<file path="src/rtl/psu_pkg.sv">
// Package for the PNG scanline unfilter unit: payload structs, filter codes,
// configuration indexes and sizing constants. No dependencies.
package psu_pkg;

  // Longest supported row in pixels. This sets the depth of the line store.
  localparam int unsigned MaxWidth  = 2048;
  localparam int unsigned ColW      = (MaxWidth > 1) ? $clog2(MaxWidth) : 1;
  localparam int unsigned CfgWidthW = 12;
  localparam int unsigned CfgHeightW = 16;
  localparam int unsigned CfgDataW  = 16;
  localparam int unsigned NumLanes  = 4;

  typedef logic [NumLanes-1:0][7:0] pix_word_t;

  typedef enum logic [2:0] {
    FILT_NONE  = 3'd0,
    FILT_SUB   = 3'd1,
    FILT_UP    = 3'd2,
    FILT_AVG   = 3'd3,
    FILT_PAETH = 3'd4
  } filt_e;

  typedef enum logic [1:0] {
    CFG_WIDTH  = 2'd0,
    CFG_HEIGHT = 2'd1,
    CFG_ALPHA  = 2'd2
  } cfg_idx_e;

  typedef struct packed {
    logic [7:0] filter_type;
    logic [7:0] raw_red;
    logic [7:0] raw_green;
    logic [7:0] raw_blue;
    logic [7:0] raw_alpha;
  } in_pix_t;

  typedef struct packed {
    logic [7:0] pix_red;
    logic [7:0] pix_green;
    logic [7:0] pix_blue;
    logic [7:0] pix_alpha;
    logic       end_of_row;
    logic       last_pixel;
    logic       bad_filter;
  } out_pix_t;

  // Neighbour bytes and filter selection handed to one channel lane.
  typedef struct packed {
    filt_e      filt;
    logic [7:0] left;
    logic [7:0] up;
    logic [7:0] upleft;
  } lane_ctl_t;

endpackage

</file>
<file path="src/rtl/psu_lane.sv">
// One channel lane of the PNG unfilter unit: predictor selection and the
// modulo-256 add. Depends on psu_pkg.
module psu_lane (
  input  psu_pkg::lane_ctl_t ctl_i,
  input  logic [7:0]         raw_i,
  output logic [7:0]         pix_o
);
  import psu_pkg::*;

  logic [8:0]        avg_sum;
  logic signed [9:0] p_a, p_b, p_c;
  logic [9:0]        abs_a, abs_b, abs_c;
  logic [7:0]        paeth;
  logic [7:0]        pred;

  // Paeth distances: |p-a| = |b-c|, |p-b| = |a-c|, |p-c| = |a+b-2c|.
  always_comb begin
    avg_sum = {1'b0, ctl_i.left} + {1'b0, ctl_i.up};
    p_a = $signed({2'b00, ctl_i.up}) - $signed({2'b00, ctl_i.upleft});
    p_b = $signed({2'b00, ctl_i.left}) - $signed({2'b00, ctl_i.upleft});
    p_c = p_a + p_b;
    abs_a = p_a[9] ? 10'(-p_a) : 10'(p_a);
    abs_b = p_b[9] ? 10'(-p_b) : 10'(p_b);
    abs_c = p_c[9] ? 10'(-p_c) : 10'(p_c);
    if (abs_a <= abs_b && abs_a <= abs_c) begin
      paeth = ctl_i.left;
    end else if (abs_b <= abs_c) begin
      paeth = ctl_i.up;
    end else begin
      paeth = ctl_i.upleft;
    end
    unique case (ctl_i.filt)
      FILT_SUB:   pred = ctl_i.left;
      FILT_UP:    pred = ctl_i.up;
      FILT_AVG:   pred = avg_sum[8:1];
      FILT_PAETH: pred = paeth;
      default:    pred = 8'd0;
    endcase
    pix_o = raw_i + pred;
  end

endmodule

</file>
<file path="config.mk">
export PLATFORM = sky130hd
export DESIGN_NAME = psu_lane
export DESIGN_NICKNAME = d
export VERILOG_FILES = /design/src/rtl/psu_pkg.sv /design/src/rtl/psu_lane.sv
export SDC_FILE = /design/constraint.sdc
export NUM_CORES = 1
export LEC_CHECK = 0
export BUFFER_PORTS_ARGS = -buffer_cell sky130_fd_sc_hd__clkbuf_2
export CAP_MARGIN = 30
export CORE_MARGIN = 2
export CORE_UTILIZATION = 55
export DETAILED_ROUTE_END_ITERATION = 10
export PLACE_DENSITY_LB_ADDON = 0.15
export SLEW_MARGIN = 15
export SYNTH_ARGS = -nofsm -noshare
export SYNTH_HDL_FRONTEND = slang
export SYNTH_SLANG_ARGS = --single-unit
</file>
<file path="constraint.sdc">
create_clock -name vclk -period 15.27
set_input_delay 3.054 -clock vclk [all_inputs]
set_output_delay 3.054 -clock vclk [all_outputs]
set_load 0.01 [all_outputs]
</file>
==> results.yml <==
placement:
  hpwl_microns: 7040
  io_buffers: 43
  globalplace.congestion: 0.913
  place_area_sq_um: 3370
timing:
  drv_slew: 0
  max_freq_mhz: 74.2
  fin_crit_sh: 0.882
  setup_violations: 0
  relSlewSlack: 0.530
  tightestPinTransition_ns: 0.703
  fin_crit_ns: 13.47
  hold_viol: 0
  rsz0062_at_grt: "false"
  setup_tns_ns: 0
worst_setup_path:
  required_ns: 12.22
  setup.worst_path.start: "ctl_i[8]"
  path_max_fanout: 9
  cp.arrival_ns: 10.42
  criticalPathCategory: "input port to primary output"
  path_common_cell: "a21oi_1"
  endpoint_kind: "primary output"
  worstSetupStartpointType: "input port"
  slowest_delay_ns: 0.57
  critPathSlowestCell: "a31oi_2"
detailed_routing:
  wirelength_microns: 7940
  drtIter0Drc: 111
  firstDrtPassIters: 5
  num_vias: 2953
  top_layer: "met4"
  met2WireLength_microns: 3950
  wl_met1_microns: 3460
  wl_per_cell_microns: 15.3
  drc: 0
  vias_per_cell: 5.70
  wl_met3_microns: 290
  ant_nets: 0
floorplan:
  dieArea_sq_um: 6210
  io_pins: 43
  start_util: 0.563
  core_sq_um: 5470
  rows: 27
  dieWidth_microns: 78.8
  dieHeight_microns: 78.8
worst_hold_path:
  hold_depth: 3
  worstHoldStart: "raw_i[0]"
  hp-class: "input port to primary output"
  hold_end: "pix_o[0]"
layout:
  n_antenna_cell: 0
  fillers: 558
  clock_buffers: 0
  stdcell_area_sq_um: 3370
  regArea_sq_um: 0
  finalNetCount: 555
  syn_to_final_growth_pct: 9.31
  drive_gt1_frac: 0.143
  design.seq.count: 0
logic_synthesis:
  synth_cell_types: 53
  syn_area_per_cell_sq_um: 7.55
  synth_cells: 408
  ys_seq_area_frac: 0
  syn-cell-area_sq_um: 3080
  synth_warnings: 0
power_and_ir_drop:
  peakVddDrop_mv: 0.0724
  leakagePower_nw: 1.68
  pwr_density_cell_nw_per_um2: 120
job:
  cap_violations: 0
global_route:
  grt_pass1_wl_microns: 13200
  antenna_found_initial: 0
  track_usage: 0.260
  grt_max_degree: 17
  grt_pass1_vias: 2898
  grt.overflow.total: 0
cts:
  cts_setup_buffers: 0
  cts_hold_buf: 0
  cts_resized: 0
status:
  outcome: "finished clean"
-- worst max path at each step --
stage | to | slack [ns] | cells past startpoint
floorplan | pix_o[7] | 2.74 | 35
global placement | pix_o[7] | 2.02 | 37
detailed placement | pix_o[7] | 1.85 | 37
CTS | pix_o[7] | 1.81 | 37
global route | pix_o[7] | 1.10 | 37
finish | pix_o[7] | 1.80 | 37
-- cells in the mapped netlist, types with 2 or more instances --
master | n | area [sq um]
a21oi_2 | 3 | 26.3
nand2_1 | 25 | 93.8
o21a_1 | 6 | 45.0
o211ai_1 | 4 | 30.0
or2_2 | 4 | 25.0
fa_1 | 5 | 100
a21oi_1 | 26 | 130
xor2_1 | 13 | 114
o221ai_1 | 4 | 35.0
a31oi_1 | 5 | 31.3
a21o_1 | 15 | 113
or4_1 | 2 | 15.0
ha_1 | 67 | 838
and2_1 | 2 | 12.5
nor3_1 | 3 | 15.0
o21ai_0 | 20 | 100
xor2_2 | 2 | 32.5
a211oi_2 | 2 | 25.0
o22ai_1 | 2 | 12.5
nand4_1 | 7 | 43.8
mux2_2 | 3 | 33.8
o21bai_1 | 9 | 67.6
xnor2_1 | 35 | 307
maj3_1 | 2 | 20.0
nand3_1 | 4 | 20.0
a22oi_1 | 8 | 60.1
o31a_1 | 2 | 17.5
mux2i_1 | 8 | 80.1
o21ai_1 | 4 | 20.0
inv_1 | 42 | 158
clkbuf_1 | 7 | 26.3
maj3_2 | 2 | 22.5
nand2b_1 | 4 | 25.0
nor2_1 | 28 | 105
conb_1 | 2 | 7.51
nor2b_1 | 14 | 87.6
-- worst max-delay path: cells and delay by family --
kind	cells	cell delay [ns]
compound gates	15	2.95
simple gates	4	0.50
buf+inv	6	0.58
fa+ha+maj	7	2.16
mux	1	0.26
xor+xnor	4	0.91
-- cell families (layout without fill, tap and decap cells) --
logic type,Yosys count,after routing,synth area share
AO/OA/AOI/OAI,119,119,0.264
XOR/XNOR,52,52,0.160
adder cells (fa/ha/maj),76,76,0.319
buffers and inverters,49,85,0.0597
multiplexers,11,11,0.0370
other,2,4,0.00244
AND/OR/NAND/NOR,99,99,0.159
-- final cells by class --
class	count	area (sq um)	share of cell area
Multi-Input combinational cell	361	2900	0.862
Timing Repair Buffer	43	215	0.0639
Inverter	42	158	0.0468
Tap cell	72	90.1	0.0268
-- routing by layer --
layer / GRT usage / up-vias
met5: 0 / -
met4: 0.0621 / 0
met3: 0.0148 / 14
met1: 0.311 / 1347
met2: 0.504 / 64
li1: - / 1528
-- per-stage QoR --
step | setup slack [ns] | total power [mW] | utilization | hold slack [ns] | instances
finish | 1.80 | 0.403 | 0.615 | 6.43 | 518
global route | 1.10 | 0.457 | 0.615 | 6.45 | 518
CTS | 1.81 | 0.402 | 0.615 | 6.43 | 518
detailed placement | 1.85 | 0.399 | 0.615 | 6.43 | 518
global placement | 2.02 | 0.391 | 0.615 | 6.42 | 518
floorplan | 2.74 | 0.312 | - | 6.26 | 410
-- cells in the final DEF, fill, tap and decap left out, types with 3 or more instances in the layout --
cell type  count
xnor2_1       35
o221ai_1       4
a21oi_1       26
a22oi_1        8
xor2_1        13
a31oi_1        5
o21a_1         6
a21o_1        15
nand3_1        4
inv_1         42
or2_2          4
o21ai_1        4
clkbuf_2      43
ha_1          67
nand4_1        7
a21oi_2        3
nor3_1         3
mux2i_1        8
nand2b_1       4
o21ai_0       20
nor2_1        28
nand2_1       25
nor2b_1       14
o21bai_1       9
conb_1         4
o211ai_1       4
mux2_2         3
fa_1           5
-- report_power, final --
group	internal, mW	switching [mW]
clock	0	0
combinational	0.175	0.228
sequential	0	0
Note: power is estimated with default switching activity, not from simulation.
